===== config.mk =====
export PLATFORM = sky130hd
export DESIGN_NAME = gf256_secret_share_combine_top_flat
export DESIGN_NICKNAME = d
export VERILOG_FILES = /design/src/sv/gfssc_pkg.sv /design/src/sv/gfssc_req_if.sv /design/src/sv/gfssc_rsp_if.sv /design/src/sv/gfssc_ram.sv /design/src/sv/gfssc_dpath.sv /design/src/sv/gfssc_ctrl.sv /design/src/sv/gf256_secret_share_combine_top.sv /design/src/flat_wrapper.sv
export SDC_FILE = /design/constraint.sdc
export NUM_CORES = 1
export LEC_CHECK = 0
export ABC_AREA = 1
export BUFFER_PORTS_ARGS = -buffer_cell sky130_fd_sc_hd__buf_2
export CAP_MARGIN = 20
export CORE_UTILIZATION = 45
export CTS_CLUSTER_DIAMETER = 200
export DETAILED_ROUTE_END_ITERATION = 12
export PLACE_DENSITY = 0.63
export SETUP_SLACK_MARGIN = 0.2
export SYNTH_ARGS = -nofsm -noshare
export SYNTH_HDL_FRONTEND = slang
export SYNTH_SLANG_ARGS = --single-unit
export TNS_END_PERCENT = 30

===== constraint.sdc =====
create_clock -name clock -period 4.6 [get_ports clock]
set_input_delay 0.23 -clock clock [delete_from_list [all_inputs] [get_ports clock]]
set_output_delay 0.23 -clock clock [all_outputs]
set_load 0.02 [all_outputs]

===== src/sv/gfssc_pkg.sv =====
package gfssc_pkg;

   localparam int MAX_SHARES_DEF = 16;

   typedef enum logic [1:0] {
      ACT_LOAD  = 2'd0,
      ACT_SETUP = 2'd1,
      ACT_SHARE = 2'd2
   } action_type;

   typedef enum logic [1:0] {
      ST_BYTE      = 2'd0,
      ST_SETUP_OK  = 2'd1,
      ST_BAD_X     = 2'd2,
      ST_NOT_READY = 2'd3
   } status_type;

   typedef struct packed {
      logic       x_we;
      logic       xi_load;
      logic       pair_step;
      logic       pair_diff;
      logic       fail_clear;
      logic       acc_clear;
      logic       acc_step;
      logic       w_we;
      logic       y_load;
      logic       emit;
      status_type emit_status;
   } gfssc_cmd_type;

   typedef struct packed {
      logic fail;
      logic out_free;
   } gfssc_stat_type;

   typedef logic [7:0] byte_tbl_type [256];

   // Product in GF(2^8) with the reduction polynomial x^8+x^4+x^3+x+1.
   function automatic logic [7:0] gf_mul(input logic [7:0] p, input logic [7:0] q);
      logic [7:0] a;
      logic [7:0] r;
      a = p;
      r = 8'h00;
      for (int n = 0; n < 8; n++) begin
         if (q[n]) begin
            r = r ^ a;
         end
         a = a[7] ? ((a << 1) ^ 8'h1b) : (a << 1);
      end
      return r;
   endfunction

   // Inverse table built from the antilog and log tables over generator 3.
   function automatic byte_tbl_type gen_inv_tbl();
      byte_tbl_type exp_t;
      byte_tbl_type log_t;
      byte_tbl_type inv_t;
      logic [7:0]   e;
      e = 8'h01;
      for (int n = 0; n < 256; n++) begin
         exp_t[n] = 8'h00;
         log_t[n] = 8'h00;
         inv_t[n] = 8'h00;
      end
      for (int n = 0; n < 255; n++) begin
         exp_t[n] = e;
         log_t[e] = 8'(n);
         e = gf_mul(e, 8'h03);
      end
      exp_t[255] = 8'h01;
      for (int v = 1; v < 256; v++) begin
         inv_t[v] = exp_t[255 - int'(log_t[v])];
      end
      return inv_t;
   endfunction

   localparam byte_tbl_type INV_TBL = gen_inv_tbl();

endpackage


===== src/sv/gfssc_req_if.sv =====
interface gfssc_req_if import gfssc_pkg::*; ();
   logic       valid;
   logic       ready;
   logic [1:0] action;
   logic [3:0] share_index;
   logic [7:0] share_value;

   modport source (output valid, output action, output share_index, output share_value,
                   input ready);
   modport sink (input valid, input action, input share_index, input share_value,
                 output ready);
endinterface


===== src/sv/gfssc_rsp_if.sv =====
interface gfssc_rsp_if import gfssc_pkg::*; ();
   logic       valid;
   logic       ready;
   logic [7:0] secret_byte;
   logic [1:0] status;

   modport source (output valid, output secret_byte, output status, input ready);
   modport sink (input valid, input secret_byte, input status, output ready);
endinterface


===== src/sv/gfssc_ram.sv =====
module gfssc_ram import gfssc_pkg::*; #(
   parameter int WIDTH = 8,
   parameter int DEPTH = MAX_SHARES_DEF
) (
   input  logic                     clock,
   input  logic                     we,
   input  logic [$clog2(DEPTH)-1:0] waddr,
   input  logic [WIDTH-1:0]         wdata,
   input  logic [$clog2(DEPTH)-1:0] raddr,
   output logic [WIDTH-1:0]         rdata
);

   logic [WIDTH-1:0] mem_ff [DEPTH];
   logic [WIDTH-1:0] rdata_ff;

   always_ff @(posedge clock) begin
      if (we) begin
         mem_ff[waddr] <= wdata;
      end
      rdata_ff <= mem_ff[raddr];
   end

   assign rdata = rdata_ff;

endmodule


===== src/sv/gfssc_dpath.sv =====
module gfssc_dpath import gfssc_pkg::*; #(
   parameter int MAX_SHARES = MAX_SHARES_DEF
) (
   input  logic                          clock,
   input  logic                          reset,
   input  gfssc_cmd_type                 cmd,
   input  logic [$clog2(MAX_SHARES)-1:0] x_raddr,
   input  logic [$clog2(MAX_SHARES)-1:0] w_waddr,
   input  logic [$clog2(MAX_SHARES)-1:0] w_raddr,
   input  logic [3:0]                    in_index,
   input  logic [7:0]                    in_value,
   output gfssc_stat_type                stat,
   gfssc_rsp_if.source                   rsp_chan
);

   localparam int IW = $clog2(MAX_SHARES);

   logic [7:0] x_rd;
   logic [7:0] w_rd;
   logic [7:0] w_new;
   logic [7:0] xi_ff;
   logic [7:0] num_ff;
   logic [7:0] den_ff;
   logic [7:0] y_ff;
   logic [7:0] acc_ff;
   logic       fail_ff;
   logic       valid_ff;
   logic [7:0] byte_ff;
   logic [1:0] status_ff;
   logic       out_free;

   assign w_new = gf_mul(num_ff, INV_TBL[den_ff]);

   gfssc_ram #(.WIDTH(8), .DEPTH(MAX_SHARES)) u_x_ram (
      .clock (clock),
      .we    (cmd.x_we),
      .waddr (IW'(in_index)),
      .wdata (in_value),
      .raddr (x_raddr),
      .rdata (x_rd)
   );

   gfssc_ram #(.WIDTH(8), .DEPTH(MAX_SHARES)) u_w_ram (
      .clock (clock),
      .we    (cmd.w_we),
      .waddr (w_waddr),
      .wdata (w_new),
      .raddr (w_raddr),
      .rdata (w_rd)
   );

   always_ff @(posedge clock) begin
      if (cmd.xi_load) begin
         xi_ff  <= x_rd;
         num_ff <= 8'h01;
         den_ff <= 8'h01;
      end else if (cmd.pair_step && cmd.pair_diff) begin
         num_ff <= gf_mul(num_ff, x_rd);
         den_ff <= gf_mul(den_ff, xi_ff ^ x_rd);
      end
      if (cmd.y_load) begin
         y_ff <= in_value;
      end
      if (cmd.emit) begin
         byte_ff   <= (cmd.emit_status == ST_BYTE) ? acc_ff : 8'h00;
         status_ff <= cmd.emit_status;
      end
   end

   always_ff @(posedge clock) begin
      if (reset) begin
         fail_ff  <= 1'b0;
         acc_ff   <= 8'h00;
         valid_ff <= 1'b0;
      end else begin
         if (cmd.fail_clear) begin
            fail_ff <= 1'b0;
         end else if (cmd.xi_load && x_rd == 8'h00) begin
            fail_ff <= 1'b1;
         end else if (cmd.pair_step && cmd.pair_diff && x_rd == xi_ff) begin
            fail_ff <= 1'b1;
         end
         if (cmd.acc_clear || (cmd.emit && cmd.emit_status == ST_BYTE)) begin
            acc_ff <= 8'h00;
         end else if (cmd.acc_step) begin
            acc_ff <= acc_ff ^ gf_mul(w_rd, y_ff);
         end
         if (cmd.emit) begin
            valid_ff <= 1'b1;
         end else if (rsp_chan.ready) begin
            valid_ff <= 1'b0;
         end
      end
   end

   assign out_free             = !valid_ff || rsp_chan.ready;
   assign stat.fail            = fail_ff;
   assign stat.out_free        = out_free;
   assign rsp_chan.valid       = valid_ff;
   assign rsp_chan.secret_byte = byte_ff;
   assign rsp_chan.status      = status_ff;

endmodule


===== src/sv/gfssc_ctrl.sv =====
module gfssc_ctrl import gfssc_pkg::*; #(
   parameter int MAX_SHARES = MAX_SHARES_DEF
) (
   input  logic                          clock,
   input  logic                          reset,
   gfssc_req_if.sink                     req_chan,
   input  logic                          csr_we,
   input  logic [4:0]                    csr_wdata,
   input  gfssc_stat_type                stat,
   output gfssc_cmd_type                 cmd,
   output logic [$clog2(MAX_SHARES)-1:0] x_raddr,
   output logic [$clog2(MAX_SHARES)-1:0] w_waddr,
   output logic [$clog2(MAX_SHARES)-1:0] w_raddr
);

   localparam int IW = $clog2(MAX_SHARES);
   localparam int KW = $clog2(MAX_SHARES + 1);

   typedef enum logic [6:0] {
      S_IDLE  = 7'b0000001,
      S_RDI   = 7'b0000010,
      S_GETI  = 7'b0000100,
      S_RUNJ  = 7'b0001000,
      S_WR    = 7'b0010000,
      S_SHACC = 7'b0100000,
      S_EMIT  = 7'b1000000
   } state_type;

   state_type     state_ff, state_in;
   logic [KW-1:0] k_ff, k_in, k_new;
   logic          wready_ff, wready_in;
   logic [IW-1:0] i_ff, i_in;
   logic [IW-1:0] j_ff, j_in;
   logic [IW-1:0] idx_ff, idx_in;
   status_type    st_ff, st_in;
   logic          accept;
   logic          j_last;
   logic          i_last;
   logic          idx_last;

   always_comb begin
      if (csr_wdata < 5'd2) begin
         k_new = KW'(2);
      end else if (int'(csr_wdata) > MAX_SHARES) begin
         k_new = KW'(MAX_SHARES);
      end else begin
         k_new = KW'(csr_wdata);
      end
   end

   assign req_chan.ready = (state_ff == S_IDLE);
   assign accept         = req_chan.valid && (state_ff == S_IDLE);
   assign j_last         = (int'(j_ff) + 1 == int'(k_ff));
   assign i_last         = (int'(i_ff) + 1 == int'(k_ff));
   assign idx_last       = (int'(idx_ff) + 1 == int'(k_ff));
   assign w_waddr        = i_ff;

   always_comb begin
      state_in  = state_ff;
      k_in      = k_ff;
      wready_in = wready_ff;
      i_in      = i_ff;
      j_in      = j_ff;
      idx_in    = idx_ff;
      st_in     = st_ff;
      cmd       = '0;
      cmd.emit_status = st_ff;
      cmd.pair_diff   = (j_ff != i_ff);
      x_raddr   = i_ff;
      w_raddr   = IW'(req_chan.share_index);
      case (state_ff)
         S_IDLE: begin
            if (accept) begin
               cmd.y_load = 1'b1;
               case (req_chan.action)
                  ACT_LOAD: begin
                     if (int'(req_chan.share_index) < MAX_SHARES) begin
                        cmd.x_we      = 1'b1;
                        cmd.acc_clear = 1'b1;
                        wready_in     = 1'b0;
                     end
                  end
                  ACT_SETUP: begin
                     cmd.acc_clear  = 1'b1;
                     cmd.fail_clear = 1'b1;
                     i_in           = '0;
                     state_in       = S_RDI;
                  end
                  ACT_SHARE: begin
                     if (!wready_ff) begin
                        st_in    = ST_NOT_READY;
                        state_in = S_EMIT;
                     end else if (int'(req_chan.share_index) < int'(k_ff)) begin
                        idx_in   = IW'(req_chan.share_index);
                        state_in = S_SHACC;
                     end
                  end
                  default: begin
                  end
               endcase
            end
         end
         S_RDI: begin
            state_in = S_GETI;
         end
         S_GETI: begin
            cmd.xi_load = 1'b1;
            x_raddr     = '0;
            j_in        = '0;
            state_in    = S_RUNJ;
         end
         S_RUNJ: begin
            cmd.pair_step = 1'b1;
            if (j_last) begin
               state_in = S_WR;
            end else begin
               x_raddr  = j_ff + 1'b1;
               j_in     = j_ff + 1'b1;
            end
         end
         S_WR: begin
            cmd.w_we = 1'b1;
            if (i_last) begin
               st_in     = stat.fail ? ST_BAD_X : ST_SETUP_OK;
               wready_in = !stat.fail;
               state_in  = S_EMIT;
            end else begin
               i_in     = i_ff + 1'b1;
               state_in = S_RDI;
            end
         end
         S_SHACC: begin
            cmd.acc_step = 1'b1;
            if (idx_last) begin
               st_in    = ST_BYTE;
               state_in = S_EMIT;
            end else begin
               state_in = S_IDLE;
            end
         end
         S_EMIT: begin
            if (stat.out_free) begin
               cmd.emit = 1'b1;
               state_in = S_IDLE;
            end
         end
         default: begin
            state_in = S_IDLE;
         end
      endcase
      if (csr_we) begin
         k_in          = k_new;
         wready_in     = 1'b0;
         cmd.acc_clear = 1'b1;
      end
   end

   always_ff @(posedge clock) begin
      if (reset) begin
         state_ff  <= S_IDLE;
         k_ff      <= KW'(2);
         wready_ff <= 1'b0;
         i_ff      <= '0;
         j_ff      <= '0;
         idx_ff    <= '0;
         st_ff     <= ST_BYTE;
      end else begin
         state_ff  <= state_in;
         k_ff      <= k_in;
         wready_ff <= wready_in;
         i_ff      <= i_in;
         j_ff      <= j_in;
         idx_ff    <= idx_in;
         st_ff     <= st_in;
      end
   end

`ifndef NO_ASSERTIONS
   a_csr_clears_ready: assert property (@(posedge clock) disable iff (reset)
      csr_we |=> !wready_ff)
      else $error("weights still marked ready after a share count write");
   a_j_in_range: assert property (@(posedge clock) disable iff (reset)
      (state_ff == S_RUNJ) |-> (int'(j_ff) < int'(k_ff)))
      else $error("pair index beyond share count");
   a_next_row: assert property (@(posedge clock) disable iff (reset)
      (state_ff == S_WR && !i_last && !csr_we) |=> (state_ff == S_RDI))
      else $error("weight row not followed by the next row");
   a_setup_start: assert property (@(posedge clock) disable iff (reset)
      (accept && req_chan.action == ACT_SETUP) |=> (state_ff == S_RDI && i_ff == '0))
      else $error("setup word did not start the weight pass");
`endif

endmodule


===== src/sv/gf256_secret_share_combine_top.sv =====
// Channel    Dir  Handshake              Contents
// req_chan   in   valid/ready            action, share_index, share_value
// rsp_chan   out  valid/ready            secret_byte, status
// csr        in   csr_we, no wait        csr_wdata (share count)
//
// A load or ignored word is handled in the idle state; a share word passes through S_SHACC,
// then S_EMIT when it completes a byte; one that arrives before a good setup goes to S_EMIT.
// A setup word runs S_RDI, S_GETI, S_RUNJ and S_WR for each of the k weight rows, reading
// the coordinate RAM once per coordinate pair in S_RUNJ; its result then goes out from S_EMIT.
// The result register is free again on the cycle its word is taken, so a held result
// stalls only a later word that has a result of its own to deliver.
// Reset is synchronous and active high; share count returns to 2 and weights are not ready.
module gf256_secret_share_combine_top import gfssc_pkg::*; #(
   parameter int MAX_SHARES = MAX_SHARES_DEF
) (
   input  logic       clock,
   input  logic       reset,
   gfssc_req_if.sink  req_chan,
   gfssc_rsp_if.source rsp_chan,
   input  logic       csr_we,
   input  logic [4:0] csr_wdata
);

   localparam int IW = $clog2(MAX_SHARES);

   gfssc_cmd_type  cmd;
   gfssc_stat_type stat;
   logic [IW-1:0]  x_raddr;
   logic [IW-1:0]  w_waddr;
   logic [IW-1:0]  w_raddr;

   gfssc_ctrl #(.MAX_SHARES(MAX_SHARES)) u_ctrl (
      .clock     (clock),
      .reset     (reset),
      .req_chan  (req_chan),
      .csr_we    (csr_we),
      .csr_wdata (csr_wdata),
      .stat      (stat),
      .cmd       (cmd),
      .x_raddr   (x_raddr),
      .w_waddr   (w_waddr),
      .w_raddr   (w_raddr)
   );

   gfssc_dpath #(.MAX_SHARES(MAX_SHARES)) u_dpath (
      .clock    (clock),
      .reset    (reset),
      .cmd      (cmd),
      .x_raddr  (x_raddr),
      .w_waddr  (w_waddr),
      .w_raddr  (w_raddr),
      .in_index (req_chan.share_index),
      .in_value (req_chan.share_value),
      .stat     (stat),
      .rsp_chan (rsp_chan)
   );

endmodule

===== src/flat_wrapper.sv =====
// flat-port wrapper written by rule: the top's interface ports become plain ports
module gf256_secret_share_combine_top_flat import gfssc_pkg::*;
#(
   parameter int MAX_SHARES = MAX_SHARES_DEF
)
  (clock, reset, csr_we, csr_wdata, req_chan_valid, req_chan_action, req_chan_share_index, req_chan_share_value, req_chan_ready, rsp_chan_valid, rsp_chan_secret_byte, rsp_chan_status, rsp_chan_ready);
  gfssc_req_if req_chan_i ();
  gfssc_rsp_if rsp_chan_i ();
  input  logic clock;
  input  logic reset;
  input  logic csr_we;
  input  logic [4:0] csr_wdata;
  input wire logic [$bits(req_chan_i.valid)-1:0] req_chan_valid;
  input wire logic [$bits(req_chan_i.action)-1:0] req_chan_action;
  input wire logic [$bits(req_chan_i.share_index)-1:0] req_chan_share_index;
  input wire logic [$bits(req_chan_i.share_value)-1:0] req_chan_share_value;
  output wire logic [$bits(req_chan_i.ready)-1:0] req_chan_ready;
  output wire logic [$bits(rsp_chan_i.valid)-1:0] rsp_chan_valid;
  output wire logic [$bits(rsp_chan_i.secret_byte)-1:0] rsp_chan_secret_byte;
  output wire logic [$bits(rsp_chan_i.status)-1:0] rsp_chan_status;
  input wire logic [$bits(rsp_chan_i.ready)-1:0] rsp_chan_ready;
  assign req_chan_i.valid = req_chan_valid;
  assign req_chan_i.action = req_chan_action;
  assign req_chan_i.share_index = req_chan_share_index;
  assign req_chan_i.share_value = req_chan_share_value;
  assign req_chan_ready = req_chan_i.ready;
  assign rsp_chan_valid = rsp_chan_i.valid;
  assign rsp_chan_secret_byte = rsp_chan_i.secret_byte;
  assign rsp_chan_status = rsp_chan_i.status;
  assign rsp_chan_i.ready = rsp_chan_ready;
  gf256_secret_share_combine_top #(.MAX_SHARES(MAX_SHARES)) u_core (.clock(clock), .reset(reset), .req_chan(req_chan_i), .rsp_chan(rsp_chan_i), .csr_we(csr_we), .csr_wdata(csr_wdata));
endmodule

Word-level counts from Yosys, hierarchy flattened
Memory sizes are Yosys's and may differ from the RTL's. A register that Yosys moved wholly into a read port is not among the register bits.
Index checks and enable logic that the tools add are counted.
{"block": "totals", "reg_bits": 79, "ram_bits": 256, "mem_bits_ro": 2048, "in_bits": 24, "out_inout_bits": 12, "n_memories": 3}
{"memory": "(no name shown)", "words": 256, "width": 8, "read_ports": 1, "rd_clocked_by_memory_dff": 0, "wr": 0, "line": "gfssc_dpath.sv:32", "rtl": "assign w_new = gf_mul(num_ff, INV_TBL[den_ff]);"}
{"memory": "u_core.u_dpath.u_w_ram.mem_ff", "words": 16, "width": 8, "read_ports": 1, "rd_clocked_by_memory_dff": 1, "wr": 1, "line": "gfssc_ram.sv:13", "rtl": "logic [WIDTH-1:0] mem_ff [DEPTH];"}
{"memory": "u_core.u_dpath.u_x_ram.mem_ff", "words": 16, "width": 8, "read_ports": 1, "rd_clocked_by_memory_dff": 1, "wr": 1, "line": "gfssc_ram.sv:13"}
{"block": "op_classes", "addsub": 5, "magnitude_cmp": 4, "eq_ne": 27, "muxes": 161, "bitwise": 52, "reduce_logical": 27}
{"operator": "$mux 8", "n": 86}
{"operator": "$xor 8x8->8", "n": 30}
{"operator": "$mux 5", "n": 23}
{"operator": "$not 4->4", "n": 21}
{"operator": "$mux 7", "n": 7}
{"operator": "$pmux 7 s7", "n": 1}
{"operator": "$mux 1", "n": 25}
{"operator": "$pmux 4 s2", "n": 3}
{"operator": "$mux 4", "n": 5}
{"operator": "$mux 2", "n": 8}
{"operator": "$add 4x1->5 const B", "n": 3}
{"operator": "$eq 5x5->1", "n": 3}
{"operator": "$ne 2x2->1 const B", "n": 7}
{"operator": "$pmux 7 s2", "n": 1}
{"operator": "$reduce_and 5->1", "n": 2}
{"operator": "$ge 9x9->1 const B", "n": 1}
{"operator": "$not 8->9", "n": 1}
{"operator": "$add 4x1->4 const B", "n": 2}
{"operator": "$eq 8x8->1", "n": 1}
{"operator": "$logic_not 8->1", "n": 1}
{"operator": "$ne 2x1->1 const B", "n": 4}
{"operator": "$reduce_and 4->1", "n": 2}
{"operator": "$reduce_bool 2->1", "n": 4}
{"operator": "$reduce_or 2->1", "n": 4}
{"operator": "other kinds (24)", "n": 31}

Depth between registers and ports, before layout
Gate-level depths: netlist of run 1.
{"block": "depth", "word_depth": 45, "ltp_mapped": 26, "mapped_depth_nobuf": 24}

Hierarchy
Synthesis of run 1 repeated with hierarchy kept, for this count alone.
{"block": "hier_totals", "hier_cells": 3139, "hier_area_um2": 23462.5}
{"module": "gfssc_ram", "instances": 2, "cells_each": 551, "area_each_um2": 5766.8, "seq_area_each_um2": 4003.8}
{"module": "gfssc_dpath", "instances": 1, "cells_each": 1721, "area_each_um2": 9898.2, "seq_area_each_um2": 1301.2}
{"module": "gfssc_ctrl", "instances": 1, "cells_each": 316, "area_each_um2": 2030.7, "seq_area_each_um2": 540.5}

Worst setup path before layout of run 1
Ideal clock, no wire load.
{"block": "synth_path", "kind": "reg2reg", "from": "register u_core.u_dpath.den_ff[0]", "to": "memory u_core.u_dpath.u_w_ram.mem_ff[0][7], data pin", "arrival_time_ns": 2.907, "t_required_ns": 4.280, "path_slack_ns": 1.373, "path_stages_with_launch": 23, "synth_period_minus_slack_ns": 3.227, "path_cell_list": "dfxtp_1 -> inv_2 -> ha_1 -> inv_1 -> nand2_1 -> nand3_1 -> nand2_1 -> nand2_1 -> nand2_1 -> inv_1 -> nand2_1 -> nand2_1 -> nand2_1 -> nor2_2 -> buf_4 -> nand2_2 -> inv_1 -> nand2_1 -> nand2_1 -> xor2_1 -> nand2_1 -> nand3_1 -> nand2_1"}
{"block": "synth_via", "elab_chain_len": 19}
{"element": "start, declared", "line": "gfssc_dpath.sv:23", "rtl": "logic [7:0] den_ff;"}
{"element": "start signal, assigned", "line": "gfssc_dpath.sv:59", "rtl": "den_ff <= gf_mul(den_ff, xi_ff ^ x_rd);"}
{"element": "$not 8->9 (not written as such) (*)", "line": "gfssc_dpath.sv:32"}
{"element": "$mem_v2 256x8 (*)"}
{"element": "$mux 8 (not written as such) (*) (2 in series)", "line": "gfssc_dpath.sv:32"}
{"element": "$mux 8", "line": "gfssc_pkg.sv:46", "rtl": "if (q[n]) begin"}
{"element": "$xor 8x8->8", "line": "gfssc_pkg.sv:47", "rtl": "r = r ^ a;"}
{"element": "$mux 8", "line": "gfssc_pkg.sv:46"}
{"element": "$xor 8x8->8", "line": "gfssc_pkg.sv:47"}
{"element": "$mux 8", "line": "gfssc_pkg.sv:46"}
{"element": "[3 not listed]"}
{"element": "$mux 8", "line": "gfssc_pkg.sv:46"}
{"element": "$xor 8x8->8", "line": "gfssc_pkg.sv:47"}
{"element": "$mux 8", "line": "gfssc_pkg.sv:46"}
{"element": "$xor 8x8->8", "line": "gfssc_pkg.sv:47"}
{"element": "$mux 8", "line": "gfssc_pkg.sv:46"}
{"element": "$xor 8x8->8", "line": "gfssc_pkg.sv:47"}
{"element": "$mux 8 (*)", "line": "gfssc_pkg.sv:46"}
{"element": "net u_core.u_dpath.u_w_ram.wdata[7]", "line": "gfssc_ram.sv:8", "rtl": "input logic [WIDTH-1:0] wdata,"}
{"element": "end, declared", "line": "gfssc_ram.sv:13"}
Mark *: on every way through the listed nets, which the timed path passes. The rest lies on a longest branch. The select of a mux whose other input is x is not followed.

Worst setup path after layout of run 1
{"block": "layout_path", "from": "register u_core.u_dpath.den_ff[1]", "to": "memory u_core.u_dpath.u_w_ram.mem_ff[12][1], data pin"}
The elaborated chain is that of the path after synthesis.

==> results.md, run 1 <==
* Status: finished, final reports clean
* Die Ht at ~220 um
* Synth area leader: edfxtp_1
* Core area at 47,700 um^2
* GR Overflow Total at 0
* Ys Warns at 0
* Initial DRT Pass Iterations at 6
* Post-Syn Area at 21,800 um^2
* Routability cong. at roughly 1.1
* Worst Hold End: u_core.u_ctrl.k_ff[0]
* Layout cells sized above 1 at 7.47%
* Leakage at 10.1 nW
* Violation count after the first detailed-route iteration at 2,636
* Worst Path Max Fanout at 16
* RSZ-0062 raised after global routing: no
* Primary FF master, synth: edfxtp_1
* Crit path kind: reg2reg
* CP Capture Type: flip-flop
* Setup Viol. Count Final at 0
* Max-Cap Viols at 0
* DR DRC count at 0
* Nets at 2,854
* Final Power at 13.2 mW
* Fin. max-slew vios at 0
* Growth of design area from synthesis to finish at 10.6%
* Root buf cell: clkbuf_16
* Sw Ratio at 39.7%
* Skew final at roughly 23 ps
* Initial core utilization at 45.6%
* Share of the synthesized area in the top cell type at 38.9%
* Worst-skew pair later-pin latency at 570 ps
* Max Root-Sink Buffers at 3
* CTS H-Tree Depth at 2
* Clock share of power at 24.5%
* Register bit total from synthesis at around 350
* Clock transition at the registers of the reported paths at 60 ps
* Placement Setup Slack at roughly 460 ps
* Drt via density at around 5.7
* Async set-reset flop share out of synthesis at 0%
* CP max stage cell: dfxtp_2
* Sum of negative setup slack at 0 ps
* Worst-Margin Slew at 1130 ps
* Placement Rows at 80
* Crit-path cells: inv_2, ha_1, inv_1, nand2_1, nand3_1, a21oi_1, o21ai_1, nand3_1, nand3_1, nand2_1, nor2_1, inv_1, nand2_1, nand2_1, nand2_1, nand2_1, nand2_1, nand2_1, inv_1
* Cells after Synth at 2,780
* CTS Buf Count at 39
* Cell mode on critical path: nand2_1
* Tmin final at 4140 ps
* PortBufs at 35
* Routed Antenna Nets at 0
* Synthesized area per cell at roughly 7.8 um^2
* Die ar. at around 49,000 um^2
* Max frequency at 0.241 GHz
* First-pass GRT wire length at ~110,000 um
* Cell Pwr Density at 547 nW/um^2
* Hold Crit Class: in2reg
* Antenna violations before repair at 2
* Combinational Power Share at 40.1%
* Seq/Total Area, Yosys at 45.3%
* Die W at 222 um
* Final hold viol count at 0
* Hold_sp: csr_wdata[0]
* Sequential Power Share at between 30 and 40%
* Vias in the first global route at around 18,000
* Worst-case reg-to-reg path depth at 19
* Fin crit share at 90.1%
* EDFF count, synth at 282
* Crit path from: u_core.u_dpath.den_ff[1]
* Largest stage delay on the critical path at 480 ps
* Hpwl dp at 49,800 um
* RR Startpoint: u_core.u_dpath.den_ff[1]
* Syn nets at 2,827
* CTS sink cnt at 351
* FF-to-FF End: u_core.u_dpath.u_w_ram.mem_ff[12][1]
* Net Sw Power at roughly 5.2 mW
* Setup Buffers After CTS at 0
* Critical Path Start Type: flip-flop
* Largest cells by area after synthesis: edfxtp_1, nand2_1, dfxtp_1, nand3_1, xor2_1
* Netlist cell types at 52
* CTS tree: built
* Reg2Reg Setup Slack at 460 ps
* Wirelength, routed at 71,100 um
* Post-route worst setup slack at 457 ps
* Vias at 19,600
* Most common cell after layout, fill and taps aside: nand2_1
* Slew HR at about 25%
* Worst EP required at 4910 ps
* Routed WL per cell at 20.6 um
* N_diodes at 0
* GRT Overall Usage at 28.7%
* Largest net degree at the start of global routing at 80
* Worst vdd ir at 0.535 mV
* Commonest non-fill, non-tap cells in the layout: nand2_1, edfxtp_1, nor2_1
* Critical path's top delay family: simple AND/OR/NAND/NOR gates
* Power Internal at 7.94 mW
* WHS Path Cells at 3
* Final core area utilization at 50.4%
* Buf/Inv on CP at 4
* I/O pin count at 36
* Crit path DAT at 4450 ps
-- kinds of logic (layout without fill, tap and decap cells) --
group | count (synthesis) | after routing | share of synthesized area, %
AND/OR/NAND/NOR | 1501 | 1501 | 28.8
AO/OA/AOI/OAI | 322 | 322 | 8.76
buffers and inverters | 370 | 428 | 7.05
adder cells (fa/ha/maj) | 23 | 23 | 1.32
flip-flops | 351 | 351 | 45.3
XOR/XNOR | 213 | 213 | 8.80
-- worst min-delay path: stages --
cell and delay [ps]:
buf_2 140, nand4_1 90, o21ai_0 70
-- power groups by stage --
stage / Combinational (mW) / Clock, mW / Sequential [mW]
final: 5.28 / 3.22 / 4.66
after global routing: 5.83 / 3.40 / 4.68
after CTS: 5.13 / 3.27 / 4.66
after detailed placement: 5.09 / 0 / 4.73
after global placement: 5.01 / 0 / 4.72
after floorplan: 3.48 / 0 / 4.66
-- metal layers --
| layer | GRT usage (%) | part of all wire, % | routed length [um] | up-vias |
|---|---|---|---|---|
| met2 | 41.9 | 42 | 30000 | 1046 |
| met1 | 41.0 | 44 | 31100 | 9146 |
| met5 | 0 | 0 | 0 | - |
| met3 | 6.43 | 9.8 | 6970 | 204 |
| li1 | - | - | - | 9211 |
| met4 | 12.1 | 4.1 | 2930 | 0 |
-- state kept, by name, summed over array words and instances (netlist names), 2 cells and up --
register / count
u_core.u_dpath.acc_ff: 8
u_core.u_ctrl.w_waddr: 4
u_core.u_ctrl.state_ff: 7
u_core.u_ctrl.j_ff: 4
u_core.u_dpath.xi_ff: 8
u_core.u_dpath.u_w_ram.mem_ff: 128
u_core.u_dpath.rsp_chan.status: 2
u_core.u_dpath.den_ff: 8
u_core.u_dpath.num_ff: 8
u_core.u_dpath.y_ff: 8
u_core.u_dpath.rsp_chan.secret_byte: 8
u_core.u_ctrl.st_ff: 2
u_core.u_dpath.u_x_ram.rdata: 8
u_core.u_dpath.u_x_ram.mem_ff: 128
u_core.u_ctrl.idx_ff: 4
u_core.u_ctrl.k_ff: 5
u_core.u_dpath.u_w_ram.rdata: 8
-- worst max path at each step --
stage                                            to  cells past startpoint
2_1_floorplan   u_core.u_dpath.u_w_ram.mem_ff[0][7]                     22
3_3_place_gp   u_core.u_dpath.u_w_ram.mem_ff[13][1]                     18
3_5_place_dp   u_core.u_dpath.u_w_ram.mem_ff[15][1]                     18
4_1_cts        u_core.u_dpath.u_w_ram.mem_ff[11][1]                     19
5_1_grt        u_core.u_dpath.u_w_ram.mem_ff[10][3]                     24
6_report       u_core.u_dpath.u_w_ram.mem_ff[12][1]                     19
-- stage by stage --
step / cells / area [um^2] / hold WS, ps
floorplan: 2780 / 21800 / 329
global placement: 3367 / 22600 / 440
detailed placement: 3371 / 22600 / 443
CTS: 3451 / 24000 / 0.748
global route: 3453 / 24100 / 34.3
finish: 3453 / 24100 / 32.7
-- synthesized netlist by cell type (2+ instances only) --
| master | count |
|---|---|
| nand3b_1 | 10 |
| o21ai_0 | 76 |
| xnor2_1 | 91 |
| nor4_1 | 3 |
| xor2_1 | 117 |
| nor2_2 | 6 |
| o221ai_1 | 2 |
| buf_4 | 14 |
| o21ai_1 | 9 |
| buf_2 | 48 |
| nand2_1 | 877 |
| edfxtp_1 | 282 |
| nor2_4 | 4 |
| xor2_2 | 3 |
| a21oi_1 | 121 |
| inv_2 | 16 |
| buf_6 | 4 |
| a211oi_1 | 7 |
| a221oi_1 | 2 |
| dfxtp_1 | 69 |
| nand3_1 | 260 |
| inv_1 | 240 |
| nor4_2 | 2 |
| ha_1 | 23 |
| nand3_2 | 2 |
| a22oi_1 | 66 |
| nor3_1 | 12 |
| or2_2 | 4 |
| buf_1 | 6 |
| o2111ai_1 | 2 |
| or4_1 | 9 |
| o211ai_1 | 26 |
| clkinv_1 | 2 |
| clkbuf_1 | 39 |
| a31oi_1 | 5 |
| nand4_1 | 20 |
| nand2_2 | 16 |
| nor2_1 | 271 |
-- area by class of cell --
type	instances	area (um^2)
fillers	4595	23700
multi-input cells	2059	10400
flip-flops and latches	351	9850
clock buffers	49	1010
inverters	258	972
well taps	615	769
repair buffers	98	749
clock inverters	23	309
-- repair_timing --
action                     4_1_cts  5_1_grt
setup endpoints to repair        0      122
resized for setup                0        4
hold endpoints to repair         8        0
hold buffers                     8        0
Power figures use the tool's default switching activity.
==> inputs of run 2 (changes only) <==
PLACE_DENSITY = not set   (was 0.63)
PLACE_DENSITY_LB_ADDON = 0.3   (was not set)
==> run 2 against run 1 <==
Compared with the run above:
- first-iteration DRC count down 16%
- maximum frequency grew 2.4%
- count of clock-buffer cells in the layout fell by 3
- critical path depth stayed put
- clock power decreased by 9.0%
- worst setup slack improved by 96 ps
- sequential share of layout area rose by 0.18 points
- highest routed layer unchanged
- non-clock buffer count up 4
- sequential power hardly changed
- via count decreased by 0.31%
- critical path type unchanged
- combinational power about the same
- hold slack worse by 15 ps
- critical endpoint is now u_core.u_dpath.u_w_ram.mem_ff[4][3]
==> results.md, run 2 (synthesis gave the netlist of run 1 again) <==
* Status: finished, final reports clean
* Violation count after the first detailed-route iteration at 2,215
* Final hold viol count at 0
* Core area at between 40,000 and 50,000 um^2
* Hold Crit Class: in2reg
* Cell mode on critical path: nand2_1
* Clock transition at the registers of the reported paths at 60 ps
* RSZ-0062 raised after global routing: no
* Die W at 222 um
* Post-route cell area at 24,000 um^2
* GR Overflow Total at 0
* Min Hold Slack at 17.9 ps
* Root buf cell: clkbuf_16
* Critical Path Start Type: flip-flop
* DP Area at ~23,000 um^2
* Worst-Margin Slew at 1160 ps
* Drt via density at 5.66
* Routed Antenna Nets at 0
* CP Capture Type: flip-flop
* Crit-path cells: inv_2, ha_1, inv_1, nand2_1, o211ai_1, nand2_1, nand4_1, nand2_1, nand2_1, buf_4, nor2_4, nand2_1, xnor2_1, inv_1, nand2_1, nand2_1, nand2_1, nand2_1, inv_1
* CP max stage cell: nand2_1
* CTS sink cnt at 351
* Tmin final at 4050 ps
* Critical path's top delay family: simple AND/OR/NAND/NOR gates
* Leakage at just over 10 nW
* DR DRC count at 0
* Die ar. at 49,200 um^2
* PortBufs at 35
* I/O pin count at 36
* Worst EP required at 4920 ps
* Routability cong. at 1.10
* Fin. max-slew vios at 0
* Placed insts at 3,374
* Skew final at roughly 19 ps
* Setup Viol. Count Final at 0
* GRT Overall Usage at 29.4%
* Hpwl dp at 51,400 um
* Cell Pwr Density at 536 nW/um^2
* Layout cells sized above 1 at 7.40%
* Buf/Inv on CP at 5
* Initial core utilization at 45.6%
* Vias at approximately 20,000
* Max Root-Sink Buffers at 3
* Nets at 2,856
* Crit path DAT at 4370 ps
* CTS tree: built
* Antenna violations before repair at 4
* Slew HR at between 20% and 30%
* Crit path kind: reg2reg
* Vias in the first global route at 18,600
* CTS Buf Count at 37
* Initial DRT Pass Iterations at 6
* Final Power at 12.8 mW
* Most common cell after layout, fill and taps aside: nand2_1
* Setup Buffers After CTS at 0
* Worst-skew pair later-pin latency at 570 ps
* Max-Cap Viols at 0
* Commonest non-fill, non-tap cells in the layout: nand2_1, edfxtp_1, nor2_1
* Wirelength, routed at 73,100 um
* Worst vdd ir at 0.500 mV
* CTS H-Tree Depth at 2
* Largest registers: u_core.u_dpath.u_w_ram.mem_ff x128, u_core.u_dpath.u_x_ram.mem_ff x128
* Largest stage delay on the critical path at 440 ps
* Fin crit share at 88.0%
* Die Ht at 222 um
* Largest net degree at the start of global routing at 80
* Routed WL per cell at 21.2 um
* First-pass GRT wire length at ~110,000 um
* Max frequency at ~0.25 GHz
* Post-Layout Cell Count at 3,453
* Growth of design area from synthesis to finish at 10.1%
* Worst Path Max Fanout at 16
* Placement Rows at 80
* Sum of negative setup slack at 0 ps
## run 2: cell count changes in the layout (fill, tap and decap cells not counted), moves of 2 or more
cell / change
inv_6: -2
buf_12: +2
clkbuf_16: -2
buf_6: -4
bufinv_16: -4
clkbuf_1: -2
buf_4: +6
## run 2: final timing paths
check                           start                             endpoint  slack [ps]  depth (start not counted)
max reg2reg  u_core.u_dpath.den_ff[0]  u_core.u_dpath.u_w_ram.mem_ff[4][3]         550                         19
min                    rsp_chan_ready        u_core.u_dpath.rsp_chan.valid          20                          4
min reg2reg    u_core.u_ctrl.st_ff[1]    u_core.u_dpath.rsp_chan.status[1]         470                          0
max          u_core.u_dpath.den_ff[0]  u_core.u_dpath.u_w_ram.mem_ff[4][3]         550                         19
## run 2: what timing repair did
action / CTS / global route
endpoints found under the setup margin: 0 / 16
endpoints found under the hold margin: 7 / 0
gates resized for setup: 0 / 1
hold buffers: 8 / 0
## run 2: routing by layer
metal,vias up,global-route usage (%),share of wire [%]
met2,912,44.5,44
met1,9264,41.8,44
met4,0,11.2,3.5
met3,164,5.05,8.9
li1,9206,-,-
met5,-,0,0
## run 2: per-stage QoR
stage	setup WS, ps	utilization, %
after floorplan	1370	-
after global placement	606	47.5
after detailed placement	698	47.5
after CTS	664	50.1
after global routing	324	50.2
final	553	50.2
## run 2: cell type report
type / instances / area [um^2]
Antenna cell: 1 / 2.50
Clock buffer: 46 / 970
Clock inverter: 21 / 208
Fill cell: 4572 / 23800
Inverter: 258 / 968
Multi-Input combinational cell: 2059 / 10400
Sequential cell: 351 / 9850
Tap cell: 615 / 769
Timing Repair Buffer: 102 / 790
## run 2: power breakdown
group | internal, mW | switching, mW | leakage [nW]
Combinational | 1.59 | 3.69 | 6.42
Clock | 1.64 | 1.29 | 0.562
Sequential | 4.55 | 0.0945 | 3.11
## run 2: worst min-delay path: stages
cell	delay (ps)
buf_2	80
nor2_1	70
nor2_1	110
nor2_1	40
==> inputs of run 3 (changes only) <==
--- a/config.mk
+++ b/config.mk
@@ -12,5 +12,5 @@
 export CTS_CLUSTER_DIAMETER = 200
 export DETAILED_ROUTE_END_ITERATION = 12
-export PLACE_DENSITY_LB_ADDON = 0.3
+export PLACE_DENSITY_LB_ADDON = 0.25
 export SETUP_SLACK_MARGIN = 0.2
 export SYNTH_ARGS = -nofsm -noshare
==> constraint.sdc (replaced) <==
create_clock -name clock -period 4.6 [get_ports clock]
set_input_delay 0.23 -clock clock [delete_from_list [all_inputs] [get_ports clock]]
set_output_delay 0.23 -clock clock [all_outputs]
set_load 0.05 [all_outputs]
==> run 3 against run 2 <==
Compared with the run above:
- non-clock buffer count is 1 higher
- register-to-register slack better by 70 ps
- critical path depth up 1
- design area is 0.57% higher
- die area unchanged
- critical endpoint is now u_core.u_dpath.u_w_ram.mem_ff[5][6]
- largest power group unchanged
==> results.md, run 3 (synthesis gave the netlist of run 1 again) <==
* Cell mode on critical path: nand2_1
* PortBufs at 35
* CTS H-Tree Depth at 2
* I/O pin count at 36
* Hold_sp: req_chan_share_index[3]
* Worst vdd ir at around 0.65 mV
* Placed insts at 3,380
* Critical path's top delay family: simple AND/OR/NAND/NOR gates
* Fin crit share at between 80 and 90%
* First-pass GRT wire length at 113,000 um
* Antenna violations before repair at 0
* Tmin final at 3980 ps
* Die ar. at just under 50,000 um^2
* Routed WL per cell at 21.5 um
* CTS tree: built
* Cell Pwr Density at 549 nW/um^2
* Crit path kind: reg2reg
* Placement Rows at 80
* Initial DRT Pass Iterations at 6
* GRT Overall Usage at between 20% and 30%
* Worst-skew pair later-pin latency at between 500 and 600 ps
* CP Capture Type: flip-flop
* GR Overflow Total at 0
* RR Startpoint: u_core.u_dpath.den_ff[1]
* Largest net degree at the start of global routing at 80
* Status: finished, final reports clean
* CP max stage cell: dfxtp_2
* Slew HR at 24.5%
* Post-Layout Cell Count at 3,458
* Hold Crit Class: in2reg
* Worst EP required at roughly 4800 ps
* Setup Buffers After CTS at 0
* Worst Hold End: u_core.u_ctrl.idx_ff[3]
* Fin. max-slew vios at 0
* Reg2Reg Setup Slack at about 620 ps
* Buf/Inv on CP at 4
* Largest registers: u_core.u_dpath.u_w_ram.mem_ff x128, u_core.u_dpath.u_x_ram.mem_ff x128
* Critical Path Start Type: flip-flop
* CTS Buf Count at 39
* Final core area utilization at 50.5%
* Vias at 19,600
* DR DRC count at 0
* Violation count after the first detailed-route iteration at 2,191
* Worst-Margin Slew at ~1100 ps
* Wirelength, routed at 74,300 um
* Most common cell after layout, fill and taps aside: nand2_1
* Max-Cap Viols at 0
* Clock transition at the registers of the reported paths at approximately 60 ps
* Leakage at 10.2 nW
* Hpwl dp at 53,200 um
* Nets at around 2,900
* Setup Viol. Count Final at 0
* Drt via density at 5.66
* Max Root-Sink Buffers at 3
* Die W at 222 um
* Core area at roughly 48,000 um^2
* Skew final at 30.4 ps
* Routability cong. at 1.05
* Commonest non-fill, non-tap cells in the layout: nand2_1, edfxtp_1, nor2_1
* FF-to-FF End: u_core.u_dpath.u_w_ram.mem_ff[5][6]
* Layout cells sized above 1 at 8.02%
* Final hold viol count at 0
* Worst-case reg-to-reg path depth at 20
* Largest stage delay on the critical path at 510 ps
* Root buf cell: clkbuf_16
* CTS sink cnt at 351
* RSZ-0062 raised after global routing: no
* Min Hold Slack at ~23 ps
* Routed Antenna Nets at 0
* Crit-path cells: inv_2, ha_1, inv_1, nor2_1, o21ai_0, nand2_1, nand4_1, nand2_1, nand2_1, buf_4, nor2_4, nand2_1, inv_1, o21ai_0, nand3_1, nand2_1, nand2_1, nand2_1, nand2_1, nand2_1
* WHS Path Cells at 3
* Vias in the first global route at between 15,000 and 20,000
* Die Ht at 222 um
* Initial core utilization at around 46%
* Max frequency at 0.251 GHz
* Sum of negative setup slack at 0 ps
* Crit path DAT at roughly 4200 ps
* Worst Path Max Fanout at 16
* Growth of design area from synthesis to finish at 10.8%
-- run 3: cell types whose count changed in the layout (fill, tap and decap cells not counted), sizes merged --
| cell | delta |
|---|---|
| clkinvlp | -1 |
| clkbuf | +3 |
| clkinv | -2 |
| bufinv | +2 |
| dlygate4sd3 | -5 |
| inv | +2 |
| buf | +6 |
-- run 3: cell type report --
type,instances,area (um^2)
fillers,4564,23600
clock inverters,22,238
multi-input cells,2059,10400
inverters,258,968
well taps,615,769
diodes,1,2.50
clock buffers,49,1050
flip-flops and latches,351,9850
repair buffers,103,810
-- run 3: stage by stage --
stage	power [mW]	cell area, um^2	setup WS, ps
floorplan	8.18	21800	1060
global placement	9.93	22700	457
detailed placement	10.0	22700	396
CTS	13.2	24100	396
global route	14.0	24100	306
finish	13.2	24100	621
-- run 3: worst max path at each step --
| stage | from | to | slack, ps | depth (start not counted) |
|---|---|---|---|---|
| 2_1_floorplan | u_core.u_ctrl.state_ff[4] | u_core.u_dpath.u_x_ram.mem_ff[10][0] | 1060 | 9 |
| 4_1_cts | u_core.u_dpath.den_ff[1] | u_core.u_dpath.u_w_ram.mem_ff[7][7] | 400 | 21 |
| 5_1_grt | u_core.u_dpath.den_ff[1] | u_core.u_dpath.u_w_ram.mem_ff[3][2] | 310 | 22 |
| 6_report | u_core.u_dpath.den_ff[1] | u_core.u_dpath.u_w_ram.mem_ff[5][6] | 620 | 20 |
| 3_5_place_dp | u_core.u_dpath.den_ff[1] | u_core.u_dpath.u_w_ram.mem_ff[3][7] | 400 | 21 |
| 3_3_place_gp | u_core.u_dpath.den_ff[1] | u_core.u_dpath.u_w_ram.mem_ff[2][7] | 460 | 21 |
-- run 3: metal layers --
metal	vias to the layer above	part of all wire [%]	GRT usage, %
met5	-	0	0
met4	0	4.3	13.6
met3	186	8.0	4.45
met2	898	45	46.9
met1	9299	43	40.8
li1	9203	-	-
-- run 3: report_power, final --
part / internal (mW) / switching (mW) / total [mW]
clock: 1.86 / 1.30 / 3.16
combinational: 1.79 / 3.63 / 5.42
sequential: 4.54 / 0.115 / 4.66
-- run 3: timing repair --
| item | CTS | global route |
|---|---|---|
| hold buffers | 3 | 0 |
| endpoints found under the setup margin | 0 | 95 |
| resized for setup | 0 | 2 |
| endpoints found under the hold margin | 3 | 0 |
-- run 3: worst register-to-register path, cell delays in order, from the launching register on --
cell     delay, ps
dfxtp_2        510
inv_2          190
ha_1           420
inv_1          150
nor2_1         430
o21ai_0        170
nand2_1         80
nand4_1        170
nand2_1        110
nand2_1        110
buf_4          160
nor2_4         220
nand2_1        100
inv_1           60
o21ai_0        100
nand3_1        130
nand2_1         60
nand2_1         70
nand2_1         50
nand2_1         50
nand2_1        280
